[src/rtl/core/lsfx_pkg.sv]
// Shared types and constants for the LSB-first serial exchange master.
// No dependencies; used by the engine and the top level.
`timescale 1ns / 1ps
`default_nettype none

package lsfx_pkg;

  // Bits shifted per byte
  localparam int unsigned BITS_PER_BYTE = 8;

  // Configuration register indexes
  localparam int unsigned CFG_IDX_W = 2;
  localparam logic [CFG_IDX_W-1:0] REG_HALF_PERIOD = 2'd0;
  localparam logic [CFG_IDX_W-1:0] REG_GAP         = 2'd1;

  // Register reset values
  localparam logic [15:0] HALF_PERIOD_RST = 16'd10;
  localparam logic [15:0] GAP_RST         = 16'd20;

  // One input item: one time tick
  typedef struct packed {
    logic       data_pin;
    logic       byte_offered;
    logic [7:0] tx_byte;
    logic       tx_last;
  } tick_t;

  // One result item: pin levels after the tick plus receive status
  typedef struct packed {
    logic       select_n;
    logic       clock_pin;
    logic       command_pin;
    logic       ready_res;
    logic       rx_valid;
    logic [7:0] rx_byte;
    logic       rx_last;
  } res_t;

endpackage

`default_nettype wire

[src/rtl/core/lsb_first_serial_exchange_master.sv]
// LSB-first serial exchange master, top level: tick queue, engine, result queue.
// Depends on lsfx_pkg, lsfx_queue and lsfx_engine.
//
// Usage: each item pushed on the in_ channel is one time tick carrying the
// sampled data pin and an optional command byte (byte_offered, tx_byte,
// tx_last). For every tick exactly one result item comes out on the out_
// channel, in order: pin levels after the tick (select_n, clock_pin,
// command_pin), ready_res when the offered byte was taken, and rx_valid with
// rx_byte/rx_last on the tick a received byte completes.
// Throughput: one tick per clock cycle; the engine advances one tick per cycle
// whenever the tick queue holds an item and the result queue has room.
// A pushed tick is stored in the tick queue, then in the result queue once the
// engine steps it, and then shows on out_ (empty low). Both queues hold two items,
// so with the receiver stalled up to four ticks are held before in_full rises;
// nothing is lost. Configuration (cfg_index 0 half period, 1 gap) is always ready;
// write it only while no tick is in flight, as the block does not enforce it.
// Reset: synchronous, active low; queues empty, engine idle with all pins high,
// half period 10 ticks and gap 20 ticks.
`timescale 1ns / 1ps
`default_nettype none

module lsb_first_serial_exchange_master #(
  parameter int unsigned QueueDepth = 2
) (
  input  wire logic                           clk,
  input  wire logic                           rst_n,
  // configuration
  input  wire logic                           cfg_valid,
  output logic                                cfg_ready,
  input  wire logic [lsfx_pkg::CFG_IDX_W-1:0] cfg_index,
  input  wire logic [15:0]                    cfg_data,
  // tick input
  input  wire logic                           in_push,
  output logic                                in_full,
  input  wire logic                           in_data_pin,
  input  wire logic                           in_byte_offered,
  input  wire logic [7:0]                     in_tx_byte,
  input  wire logic                           in_tx_last,
  // result output
  output logic                                out_empty,
  input  wire logic                           out_pop,
  output logic                                out_select_n,
  output logic                                out_clock_pin,
  output logic                                out_command_pin,
  output logic                                out_ready_res,
  output logic                                out_rx_valid,
  output logic [7:0]                          out_rx_byte,
  output logic                                out_rx_last
);

  localparam int unsigned TickW = $bits(lsfx_pkg::tick_t);
  localparam int unsigned ResW  = $bits(lsfx_pkg::res_t);

  lsfx_pkg::tick_t tick_in, tick_q;
  lsfx_pkg::res_t  res, res_q;
  logic [TickW-1:0] tick_q_bits;
  logic [ResW-1:0]  res_q_bits;
  logic             tick_empty, tick_take, res_full;

  assign cfg_ready = 1'b1;

  // Pack the incoming tick
  assign tick_in.data_pin     = in_data_pin;
  assign tick_in.byte_offered = in_byte_offered;
  assign tick_in.tx_byte      = in_tx_byte;
  assign tick_in.tx_last      = in_tx_last;

  // Front queue
  lsfx_queue #(.Width(TickW), .Depth(QueueDepth)) u_tick_q (
    .clk       (clk),
    .rst_n     (rst_n),
    .push      (in_push),
    .push_data (tick_in),
    .full      (in_full),
    .pop       (tick_take),
    .pop_data  (tick_q_bits),
    .empty     (tick_empty)
  );

  assign tick_q = tick_q_bits;

  // Sequencer
  lsfx_engine u_engine (
    .clk        (clk),
    .rst_n      (rst_n),
    .cfg_we     (cfg_valid && cfg_ready),
    .cfg_index  (cfg_index),
    .cfg_data   (cfg_data),
    .tick_avail (!tick_empty),
    .tick       (tick_q),
    .tick_take  (tick_take),
    .res_room   (!res_full),
    .res        (res)
  );

  // Back queue
  lsfx_queue #(.Width(ResW), .Depth(QueueDepth)) u_res_q (
    .clk       (clk),
    .rst_n     (rst_n),
    .push      (tick_take),
    .push_data (res),
    .full      (res_full),
    .pop       (out_pop),
    .pop_data  (res_q_bits),
    .empty     (out_empty)
  );

  // Unpack the oldest result
  assign res_q           = res_q_bits;
  assign out_select_n    = res_q.select_n;
  assign out_clock_pin   = res_q.clock_pin;
  assign out_command_pin = res_q.command_pin;
  assign out_ready_res   = res_q.ready_res;
  assign out_rx_valid    = res_q.rx_valid;
  assign out_rx_byte     = res_q.rx_byte;
  assign out_rx_last     = res_q.rx_last;

endmodule

`default_nettype wire

[src/rtl/core/lsfx_queue.sv]
// Small first-in first-out queue used on both sides of the serial engine.
// Depends on nothing; width and depth come from the instantiating module.
`timescale 1ns / 1ps
`default_nettype none

module lsfx_queue #(
  parameter int unsigned Width = 1,
  parameter int unsigned Depth = 2
) (
  input  wire logic             clk,
  input  wire logic             rst_n,
  input  wire logic             push,
  input  wire logic [Width-1:0] push_data,
  output logic                  full,
  input  wire logic             pop,
  output logic [Width-1:0]      pop_data,
  output logic                  empty
);

  localparam int unsigned PtrW = (Depth > 1) ? $clog2(Depth) : 1;
  localparam int unsigned CntW = $clog2(Depth + 1);
  localparam logic [PtrW-1:0] PtrLast = PtrW'(Depth - 1);
  localparam logic [CntW-1:0] CntFull = CntW'(Depth);

  logic [Width-1:0] entries_r [Depth];
  logic [PtrW-1:0]  wr_ptr_r, wr_ptr_nxt;
  logic [PtrW-1:0]  rd_ptr_r, rd_ptr_nxt;
  logic [CntW-1:0]  count_r, count_nxt;
  logic             do_push, do_pop;

  assign full     = (count_r == CntFull);
  assign empty    = (count_r == '0);
  assign do_push  = push && !full;
  assign do_pop   = pop && !empty;
  assign pop_data = entries_r[rd_ptr_r];

  // Pointer wrap and occupancy
  always_comb begin
    wr_ptr_nxt = wr_ptr_r;
    rd_ptr_nxt = rd_ptr_r;
    count_nxt  = count_r;
    if (do_push) begin
      wr_ptr_nxt = (wr_ptr_r == PtrLast) ? '0 : wr_ptr_r + 1'b1;
    end
    if (do_pop) begin
      rd_ptr_nxt = (rd_ptr_r == PtrLast) ? '0 : rd_ptr_r + 1'b1;
    end
    if (do_push && !do_pop) begin
      count_nxt = count_r + 1'b1;
    end else if (do_pop && !do_push) begin
      count_nxt = count_r - 1'b1;
    end
  end

  always_ff @(posedge clk) begin
    if (!rst_n) begin
      wr_ptr_r <= '0;
      rd_ptr_r <= '0;
      count_r  <= '0;
    end else begin
      wr_ptr_r <= wr_ptr_nxt;
      rd_ptr_r <= rd_ptr_nxt;
      count_r  <= count_nxt;
    end
  end

  // Storage, no reset needed
  always_ff @(posedge clk) begin
    if (do_push) begin
      entries_r[wr_ptr_r] <= push_data;
    end
  end

endmodule

`default_nettype wire

[src/rtl/core/lsfx_engine.sv]
// Serial engine: steps the bit/gap sequencer by one tick per queued item.
// Depends on lsfx_pkg for the tick and result types and register indexes.
`timescale 1ns / 1ps
`default_nettype none

module lsfx_engine (
  input  wire logic                              clk,
  input  wire logic                              rst_n,
  // configuration writes
  input  wire logic                              cfg_we,
  input  wire logic [lsfx_pkg::CFG_IDX_W-1:0]    cfg_index,
  input  wire logic [15:0]                       cfg_data,
  // tick side (front queue)
  input  wire logic                              tick_avail,
  input  wire lsfx_pkg::tick_t                   tick,
  output logic                                   tick_take,
  // result side (back queue)
  input  wire logic                              res_room,
  output lsfx_pkg::res_t                         res
);

  // Sequencer phases
  localparam logic [2:0] PH_IDLE = 3'd0;
  localparam logic [2:0] PH_LOW  = 3'd1;
  localparam logic [2:0] PH_HIGH = 3'd2;
  localparam logic [2:0] PH_GAP  = 3'd3;
  localparam logic [2:0] PH_WAIT = 3'd4;

  // Pin vector bit positions
  localparam int unsigned PIN_SEL = 2;
  localparam int unsigned PIN_CLK = 1;
  localparam int unsigned PIN_CMD = 0;

  localparam logic [2:0] LAST_BIT = 3'(lsfx_pkg::BITS_PER_BYTE - 1);

  logic [15:0] half_r, gap_r;
  logic [2:0]  phase_r, phase_nxt;
  logic [2:0]  bit_r, bit_nxt;
  logic [15:0] tick_r, tick_nxt;
  logic [7:0]  tx_r, tx_nxt;
  logic [7:0]  rx_r, rx_nxt;
  logic        last_r, last_nxt;
  logic [2:0]  pins_r, pins_nxt;

  logic        step;
  logic [15:0] half_eff;
  logic [16:0] tick_inc;
  logic [2:0]  bit_inc;
  logic        half_done;

  assign step      = tick_avail && res_room;
  assign tick_take = step;
  assign half_eff  = (half_r == '0) ? 16'd1 : half_r;
  assign tick_inc  = {1'b0, tick_r} + 17'd1;
  assign bit_inc   = bit_r + 3'd1;
  assign half_done = (tick_inc >= {1'b0, half_eff});

  // Next state for one tick
  always_comb begin
    phase_nxt = phase_r;
    bit_nxt   = bit_r;
    tick_nxt  = tick_r;
    tx_nxt    = tx_r;
    rx_nxt    = rx_r;
    last_nxt  = last_r;
    pins_nxt  = pins_r;
    res       = '0;

    unique case (phase_r)
      PH_LOW: begin
        if (half_done) begin
          pins_nxt[PIN_CLK] = 1'b1;
          rx_nxt[bit_r]     = rx_r[bit_r] | tick.data_pin;
          tick_nxt          = '0;
          phase_nxt         = PH_HIGH;
        end else begin
          tick_nxt = tick_inc[15:0];
        end
      end
      PH_HIGH: begin
        if (half_done) begin
          tick_nxt = '0;
          if (bit_r == LAST_BIT) begin
            // byte complete: hand it out, clock and command back high
            res.rx_valid      = 1'b1;
            res.rx_byte       = rx_r;
            res.rx_last       = last_r;
            pins_nxt[PIN_CLK] = 1'b1;
            pins_nxt[PIN_CMD] = 1'b1;
            bit_nxt           = '0;
            if (gap_r == '0) begin
              pins_nxt  = last_r ? 3'b111 : 3'b011;
              phase_nxt = last_r ? PH_IDLE : PH_WAIT;
            end else begin
              phase_nxt = PH_GAP;
            end
          end else begin
            bit_nxt           = bit_inc;
            pins_nxt[PIN_CMD] = tx_r[bit_inc];
            pins_nxt[PIN_CLK] = 1'b0;
            phase_nxt         = PH_LOW;
          end
        end else begin
          tick_nxt = tick_inc[15:0];
        end
      end
      PH_GAP: begin
        tick_nxt = tick_inc[15:0];
        if (tick_inc >= {1'b0, gap_r}) begin
          tick_nxt  = '0;
          pins_nxt  = last_r ? 3'b111 : 3'b011;
          phase_nxt = last_r ? PH_IDLE : PH_WAIT;
        end
      end
      default: begin
        // idle or waiting between bytes
        if (tick.byte_offered) begin
          res.ready_res     = 1'b1;
          tx_nxt            = tick.tx_byte;
          rx_nxt            = '0;
          last_nxt          = tick.tx_last;
          bit_nxt           = '0;
          tick_nxt          = '0;
          pins_nxt[PIN_SEL] = 1'b0;
          pins_nxt[PIN_CMD] = tick.tx_byte[0];
          pins_nxt[PIN_CLK] = 1'b0;
          phase_nxt         = PH_LOW;
        end else if (phase_r != PH_WAIT) begin
          phase_nxt = PH_IDLE;
          pins_nxt  = 3'b111;
        end
      end
    endcase

    res.select_n    = pins_nxt[PIN_SEL];
    res.clock_pin   = pins_nxt[PIN_CLK];
    res.command_pin = pins_nxt[PIN_CMD];
  end

  // Sequencer and configuration registers
  always_ff @(posedge clk) begin
    if (!rst_n) begin
      half_r  <= lsfx_pkg::HALF_PERIOD_RST;
      gap_r   <= lsfx_pkg::GAP_RST;
      phase_r <= PH_IDLE;
      bit_r   <= '0;
      tick_r  <= '0;
      tx_r    <= '0;
      rx_r    <= '0;
      last_r  <= 1'b0;
      pins_r  <= 3'b111;
    end else begin
      if (cfg_we && cfg_index == lsfx_pkg::REG_HALF_PERIOD) begin
        half_r <= cfg_data;
      end
      if (cfg_we && cfg_index == lsfx_pkg::REG_GAP) begin
        gap_r <= cfg_data;
      end
      if (step) begin
        phase_r <= phase_nxt;
        bit_r   <= bit_nxt;
        tick_r  <= tick_nxt;
        tx_r    <= tx_nxt;
        rx_r    <= rx_nxt;
        last_r  <= last_nxt;
        pins_r  <= pins_nxt;
      end
    end
  end

  // Select is low whenever a byte or its gap is in progress
  assert property (@(posedge clk) disable iff (!rst_n)
    (phase_r == PH_LOW || phase_r == PH_HIGH || phase_r == PH_GAP) |-> !pins_r[PIN_SEL])
    else $error("select high during a byte");

  // Clock is low exactly in the low half of a bit
  assert property (@(posedge clk) disable iff (!rst_n)
    (phase_r == PH_LOW) == !pins_r[PIN_CLK])
    else $error("clock level does not match phase");

  // A completed byte always leaves clock and command high
  assert property (@(posedge clk) disable iff (!rst_n)
    (step && res.rx_valid) |=> (pins_r[PIN_CLK] && pins_r[PIN_CMD]))
    else $error("pins not released after byte");

  // Bit counter only moves inside a byte
  assert property (@(posedge clk) disable iff (!rst_n)
    (phase_r == PH_IDLE || phase_r == PH_WAIT || phase_r == PH_GAP) |-> (bit_r == '0))
    else $error("bit counter nonzero outside a byte");

endmodule

`default_nettype wire
[config.mk]
export PLATFORM = sky130hd
export DESIGN_NAME = lsb_first_serial_exchange_master
export DESIGN_NICKNAME = d
export VERILOG_FILES = /design/src/rtl/core/lsfx_pkg.sv /design/src/rtl/core/lsb_first_serial_exchange_master.sv /design/src/rtl/core/lsfx_queue.sv /design/src/rtl/core/lsfx_engine.sv
export SDC_FILE = /design/constraint.sdc
export NUM_CORES = 1
export LEC_CHECK = 0
export BUFFER_PORTS_ARGS = -buffer_cell sky130_fd_sc_hd__buf_2
export CAP_MARGIN = 15
export CELL_PAD_IN_SITES_DETAIL_PLACEMENT = 1
export CELL_PAD_IN_SITES_GLOBAL_PLACEMENT = 1
export CORE_ASPECT_RATIO = 1.25
export CORE_MARGIN = 5
export CORE_UTILIZATION = 47
export CTS_CLUSTER_DIAMETER = 120
export CTS_CLUSTER_SIZE = 14
export DETAILED_ROUTE_END_ITERATION = 12
export GPL_ROUTABILITY_DRIVEN = 1
export GPL_TIMING_DRIVEN = 0
export HOLD_SLACK_MARGIN = 0.08
export PLACE_DENSITY_LB_ADDON = 0.12
export SETUP_SLACK_MARGIN = 0.4
export SLEW_MARGIN = 0
export SYNTH_ARGS = -nofsm -noshare
export SYNTH_HDL_FRONTEND = slang
export SYNTH_SLANG_ARGS = --single-unit
export TNS_END_PERCENT = 30
[constraint.sdc]
create_clock -name clk -period 4.8 [get_ports clk]
set_input_delay 0.96 -clock clk [delete_from_list [all_inputs] [get_ports clk]]
set_output_delay 0.96 -clock clk [all_outputs]
set_load 0.03 [all_outputs]
==> flow_summary_export.csv, run 1 <==
group,metric,value,unit
cts,cts_resized,0,
worst_setup_path,critical-path-top-delay-family,"simple AND/OR/NAND/NOR gates",
cts,cts_setup_buffers,0,
worst_setup_path,critical-path-max-stage-delay,0.61,ns
worst_setup_path,crit_chain,"ha_1 -> nand4_1 -> or2_2 -> nor2_1 -> xor2_1 -> ha_1 -> a21oi_1 -> o21a_1 -> o21ai_0 -> a211o_2 -> nor3_2 -> o21a_2 -> a22o_1",
detailed_routing,firstDrtPassIters,5,
global_route,grt_use_total,22.34,%
global_route,grt_antenna_before_repair,0,
worst_setup_path,r2r_end,"u_engine.tick_r[14]",
timing,skew,0.009914,ns
global_route,overflow,0,
synthesis,postSynthAreaPerCell,9.511,sq um
synthesis,synth_edf_count,50,
finish,fill_cells,1660,
job,max-cap-violations,0,
finish,areaGrowthSynthToFinish,16.74,%
worst_setup_path,cp-endpoint,"u_engine.tick_r[14]",
synthesis,synthesis.area,6771,sq um
min_path,hold_class,"flip-flop to flip-flop",
timing,setup_viol,0,
cts,cts_sinks,134,
floorplanning,die_w,117.4,um
placed_design,dp.cells,938,
cts,clk_latency,0.43,ns
synthesis,ys_seq_area_share,47.01,%
detailed_routing,drc,0,
detailed_routing,drt_wl_total,18950,um
global_route,grt_max_degree,17,
placed_design,gp_congestion,0.8993,
global_route,grt_pass1_vias,5803,
synthesis,ys_ff_latch,134,
worst_setup_path,slowest_stage,"nor3_2",
synthesis,synth_top_area_share,24.83,%
placed_design,place.port_buffers,48,
worst_setup_path,end_kind,"flip-flop",
synthesis,synth_cell_type_count,70,
worst_setup_path,required,5.16,ns
placed_design,post-place-ws,0.5659,ns
floorplanning,die_h,144.2,um
floorplanning,initial_core_util,47.40,%
timing,min_period_over_period,88.34,%
worst_setup_path,r2r_slack,0.56,ns
synthesis,synth_fp_nets,783,
floorplanning,io_pins,51,
worst_setup_path,crit_buf_inv,0,
cts,hold_buffers,0,
worst_setup_path,r2r_cells,13,
worst_setup_path,path_depth,13,
cts,cts_buffers,17,
synthesis,netlist_instances,712,
cts,clkSlewWorstSetupHoldPaths,0.06,ns
finish,layout.cells.non_filler,971,
worst_setup_path,regToRegStartpoint,"u_engine.tick_r[0]",
finish,layout-drive-gt1-share,15.76,%
timing,worst_slew_pin_slew,1.047,ns
finish,antenna_cells,0,
detailed_routing,num_vias,5584,
floorplanning,coreArea,14290,sq um
cts,htreeDepth,4,
detailed_routing,drtIter0Drc,344,
synthesis,synth_top_area_cell,"dfxtp_1",
synthesis,ys_warn_count,0,
placed_design,dpl.hpwl,14410,um
synthesis,synth_flop_cell,"dfxtp_1",
timing,grt_setup_unrepaired,"yes",
timing,layout_setup_ws,0.5596,ns
pwr,total_power,4157,uW
outcome,status,"completed",
worst_setup_path,start_kind,"flip-flop",
global_route,grt_pass1_wl,29680,um
detailed_routing,viasPerCell,5.751,
worst_setup_path,crit_fanout,9,
worst_setup_path,cpMostUsedCell,"ha_1",
cts,clock_path_buffers,2,
cts,cts-root-buf,"clkbuf_16",
timing,fin_crit,4.240,ns
timing,final.setup.tns,0,ns
detailed_routing,antenna_left,0,
timing,final_max_slew_viol_count,0,
floorplanning,placementRows,49,
synthesis,synth_top_cells_by_area,"dfxtp_1 25%, edfxtp_1 22%, ha_1 6.8%",
pwr,leakage,0.003054,uW
worst_setup_path,critPathLaunch,"u_engine.tick_r[0]",
detailed_routing,wire_per_inst,19.52,um
timing,max_freq,235.8,MHz
synthesis,async_flop_share,0,%
pwr,p_per_area,525.9,nW/um^2
finish,nNetsFinal,851,
worst_setup_path,crit_type,"flip-flop to flip-flop",
floorplanning,die_area,16920,sq um
pwr,ir_drop,0.0003225,V
timing,slew_headroom,30.03,%
timing,finalHoldViolations,0,
worst_setup_path,cp.arrival,4.60,ns
cts,cts_tree,"built",
-- sequential cells by signal, indices dropped and copies added, names as in the netlist, named ones only --
register / flops
u_res_q.wr_ptr_r: 1
u_res_q.count_r: 2
u_tick_q.wr_ptr_r: 1
u_engine.rx_r: 8
u_engine.tx_r: 8
u_engine.half_r: 16
u_engine.last_r: 1
u_engine.phase_r: 3
u_res_q.entries_r: 28
u_engine.pins_r: 3
u_tick_q.count_r: 2
u_engine.tick_r: 16
u_tick_q.rd_ptr_r: 1
u_tick_q.entries_r: 22
u_engine.gap_r: 16
u_res_q.rd_ptr_r: 1
u_engine.bit_r: 3
-- tightest hold or removal path: stages, from the launching register on --
cell     delay, ns
dfxtp_1       0.32
nand2_1       0.06
a21oi_1       0.06
-- layer usage --
metal	GRT usage (%)	vias up	share of wire, %
met1	22.84	2751	38
li1	-	2709	-
met2	44.13	91	57
met5	0	-	0
met4	9.530	0	2.4
met3	4.225	33	2.2
-- cell families (layout without fill, tap and decap cells) --
family	after synthesis	in the layout	share of synthesized area (%)
xor+xnor	20	20	2.587
other cells	1	1	0.05538
buf+inv	76	157	4.416
simple gates	256	256	18.22
mux	32	32	5.377
compound gates	156	156	15.50
flops	134	134	47.01
fa+ha+maj	37	37	6.837
-- cells in the mapped netlist (18+ instances only) --
| cell type | count |
|---|---|
| edfxtp_1 | 50 |
| clkbuf_1 | 22 |
| o21ai_0 | 23 |
| dfxtp_1 | 84 |
| nand3_1 | 18 |
| ha_1 | 37 |
| inv_1 | 45 |
| a21oi_1 | 50 |
| nand2_1 | 103 |
| nor2_1 | 55 |
-- area by class of cell --
cell class | count | area (sq um) | share of cell area (%)
clock buffers | 24 | 546.8 | 6.917
flip-flops and latches | 134 | 3183 | 40.27
inverters | 48 | 180.2 | 2.279
repair buffers | 49 | 251.5 | 3.181
clock inverters | 8 | 101.3 | 1.282
plain buffers | 28 | 118.9 | 1.504
multi-input cells | 502 | 3301 | 41.75
well taps | 178 | 222.7 | 2.817
-- power breakdown --
part           internal, uW  total [uW]  switching, uW
combinational           422        1230            804
sequential             1420        1540            120
clock                   903        1390            488
-- how the worst min path moves through the flow --
stage,startpoint,to,slack [ns],cells after the start
finish,u_engine.half_r[0],u_engine.half_r[0],0.49,2
global route,u_engine.half_r[15],u_engine.half_r[15],0.51,2
CTS,u_engine.half_r[0],u_engine.half_r[0],0.49,2
detailed placement,u_engine.half_r[6],u_engine.half_r[6],0.48,2
global placement,u_engine.half_r[4],u_engine.half_r[4],0.47,2
floorplan,u_engine.half_r[0],u_engine.half_r[0],0.44,2
-- placed cells by master (no fill, tap or decap), types with 18 or more instances in the layout --
master,netlist,routed
edfxtp_1,50,50
nand3_1,18,18
inv_1,45,45
nor2_1,55,55
ha_1,37,37
dfxtp_1,84,84
o21ai_0,23,23
buf_2,2,50
a21oi_1,50,50
clkbuf_1,22,22
nand2_1,103,103
clkbuf_16,0,20
-- per-stage QoR --
| stage | cell area [sq um] | hold WS, ns | util [%] |
|---|---|---|---|
| after global routing | 7905 | 0.5121 | 55.34 |
| after CTS | 7883 | 0.4856 | 55.18 |
| after detailed placement | 7234 | 0.4765 | 50.64 |
| after floorplan | 6771 | 0.4364 | - |
| after global placement | 7234 | 0.4653 | 50.64 |
| final | 7905 | 0.4881 | 55.34 |
Note: power is estimated with default switching activity, not from simulation.
==> run 2: changes to the inputs <==
--- a/config.mk
+++ b/config.mk
@@ -17,11 +17,12 @@
 export DETAILED_ROUTE_END_ITERATION = 12
 export GPL_ROUTABILITY_DRIVEN = 1
 export GPL_TIMING_DRIVEN = 0
-export HOLD_SLACK_MARGIN = 0.08
+export HOLD_SLACK_MARGIN = 0.03
 export PLACE_DENSITY_LB_ADDON = 0.12
 export SETUP_SLACK_MARGIN = 0.4
 export SLEW_MARGIN = 0
 export SYNTH_ARGS = -nofsm -noshare
 export SYNTH_HDL_FRONTEND = slang
+export SYNTH_HIERARCHICAL = 1
 export SYNTH_SLANG_ARGS = --single-unit
 export TNS_END_PERCENT = 30
==> run 2 against run 1 <==
  * Utilization grew 0.39 points
  * Power down 5.0%
  * Register-to-register slack improved by 0.09 ns
  * First-iteration DRC count fell by 15%
  * Largest cell class unchanged
==> flow_summary_export.csv, run 2 <==
group,metric,value,unit
global_route,overflow,0,
cts,clock_path_buffers,2,
detailed_routing,wire_per_inst,18.77,um
timing,fin_crit,4.149,ns
floorplanning,io_pins,51,
global_route,grt_pass1_vias,6053,
pwr,ir_drop,0.0002609,V
detailed_routing,num_vias,5658,
floorplanning,initial_core_util,48.31,%
worst_setup_path,critical-path-max-stage-delay,0.55,ns
finish,final_common_cell,"nand2_1",
finish,final_cell_mix,"121 x nand2_1, 84 x dfxtp_1, 56 x buf_2, 50 x edfxtp_1, 48 x inv_1",
timing,finalHoldViolations,0,
synthesis,synth_cell_type_count,71,
placed_design,gp_congestion,0.8960,
cts,cts_tree,"built",
worst_setup_path,crit_type,"flip-flop to flip-flop",
global_route,grt_max_degree,17,
synthesis,ys_seq_area_share,45.54,%
timing,setup_viol,0,
timing,min_period_over_period,86.44,%
cts,cts_buffers,17,
pwr,p_per_area,489.8,nW/um^2
detailed_routing,firstDrtPassIters,4,
min_path,hold_class,"flip-flop to flip-flop",
timing,skew,0.009665,ns
detailed_routing,antenna_left,0,
finish,antenna_cells,0,
cts,cts_setup_buffers,0,
timing,fin_hold_ws,0.4689,ns
pwr,leakage,0.003094,uW
detailed_routing,drc,0,
pwr,total_power,3950,uW
floorplanning,die_area,17420,sq um
placed_design,dpl.hpwl,14160,um
placed_design,place.port_buffers,49,
synthesis,ys_warn_count,6,
timing,final_max_slew_viol_count,0,
cts,cts_sinks,134,
synthesis,synth_most_common_cell,"nand2_1",
job,max-cap-violations,0,
finish,nNetsFinal,873,
finish,layout-drive-gt1-share,16.81,%
finish,largest_reg_flops,28,
synthesis,netlist_instances,732,
timing,final.setup.tns,0,ns
synthesis,ys_ff_latch,134,
synthesis,synth_fp_nets,803,
worst_setup_path,slowest_stage,"dfxtp_1",
global_route,grt_pass1_wl,30860,um
detailed_routing,viasPerCell,5.698,
floorplanning,die_h,146.3,um
cts,clk_latency,0.42,ns
worst_setup_path,crit_chain,"ha_1 -> nand3_4 -> nor2_1 -> and3_1 -> xor2_1 -> ha_1 -> nand2_1 -> or3_1 -> a211oi_4 -> nor2_1 -> o311ai_0 -> nand2_1",
cts,hold_buffers,0,
synthesis,synth_top_area_share,24.06,%
worst_setup_path,start_kind,"flip-flop",
synthesis,synth_flop_cell,"dfxtp_1",
timing,slew_headroom,38.48,%
timing,grt_setup_unrepaired,"yes",
finish,areaGrowthSynthToFinish,15.38,%
placed_design,place_area,7457,sq um
timing,max_freq,241.0,MHz
detailed_routing,drt_wl_total,18640,um
cts,clkSlewWorstSetupHoldPaths,0.06,ns
synthesis,synth_commonest_cells,"121 x nand2_1, 84 x dfxtp_1, 50 x edfxtp_1",
cts,cts_resized,0,
worst_setup_path,cp.arrival,4.27,ns
synthesis,synth_top_cells_by_area,"dfxtp_1 24%, edfxtp_1 21%, ha_1 6.6%",
floorplanning,die_w,119.1,um
detailed_routing,drtIter0Drc,294,
synthesis,synth_top_area_cell,"dfxtp_1",
worst_setup_path,crit_fanout,8,
cts,cts-root-buf,"clkbuf_16",
floorplanning,coreArea,14470,sq um
timing,worst_slew_pin_slew,0.9178,ns
worst_setup_path,end_kind,"flip-flop",
finish,reg.largest.list,"u_res_q/entries_r: 28 flops, u_tick_q/entries_r: 22 flops",
synthesis,synthesis.area,6989,sq um
worst_setup_path,required,4.92,ns
finish,regMostFlops,"u_res_q/entries_r",
worst_setup_path,r2r_slack,0.65,ns
synthesis,async_flop_share,0,%
finish,fin_area,8064,sq um
floorplanning,placementRows,49,
outcome,status,"completed",
global_route,grt_use_total,22.03,%
synthesis,synth_edf_count,50,
synthesis,postSynthAreaPerCell,9.548,sq um
global_route,grt_antenna_before_repair,0,
cts,htreeDepth,4,
[run 2: cell type report]
cell class | count | area, sq um
Fill cell | 1674 | 6405
Multi-Input combinational cell | 512 | 3478
Sequential cell | 134 | 3183
Clock buffer | 18 | 439.2
Timing Repair Buffer | 51 | 261.5
Tap cell | 178 | 222.7
Inverter | 50 | 187.7
Buffer | 36 | 155.1
Clock inverter | 14 | 136.4
[run 2: per-stage QoR]
step	worst slack (ns)	instances	utilization [%]
detailed placement	0.7194	959	51.54
global route	0.3996	993	55.73
global placement	0.8415	959	51.54
floorplan	1.542	732	-
finish	0.6511	993	55.73
CTS	0.6740	991	55.52
[run 2: cells by family after synthesis]
family,share of synthesized area [%]
and+or+nand+nor,18.24
other,0.05365
muxes,5.245
AOI/OAI and AO/OA,16.88
xor gates and xnor gates,2.506
adders and majority gates,6.624
buffers and inverters,4.905
DFF,45.54
[run 2: worst paths after layout]
path / startpoint / to / cells after the start
worst max register to register: u_engine/tick_r[0] / u_res_q/entries_r[1][12] / 12
worst max-delay path: u_engine/tick_r[0] / u_res_q/entries_r[1][12] / 12
worst min-delay path: u_engine/tx_r[4] / u_engine/tx_r[4] / 2
worst min register to register: u_engine/tx_r[4] / u_engine/tx_r[4] / 2
[run 2: critical path: cells and delay by family (launching register included)]
family | cells | cell delay (ns)
compound gates | 2 | 0.86
xor+xnor | 1 | 0.35
fa+ha+maj | 2 | 0.57
flops | 1 | 0.55
simple gates | 7 | 1.52
[run 2: power by group]
part	internal [uW]	leakage, uW	switching, uW
clock network	699	0.000275	544
registers	1400	0.00115	107
logic	430	0.00167	774
total	2530	0.00309	1420
[run 2: per-layer routing]
| layer | global-route usage, % | part of all wire, % | up-vias |
|---|---|---|---|
| met1 | 27.36 | 44 | 2739 |
| met4 | 8.174 | 2.2 | 0 |
| li1 | - | - | 2769 |
| met3 | 3.443 | 3.3 | 34 |
| met2 | 38.44 | 50 | 116 |
| met5 | 0 | 0 | - |
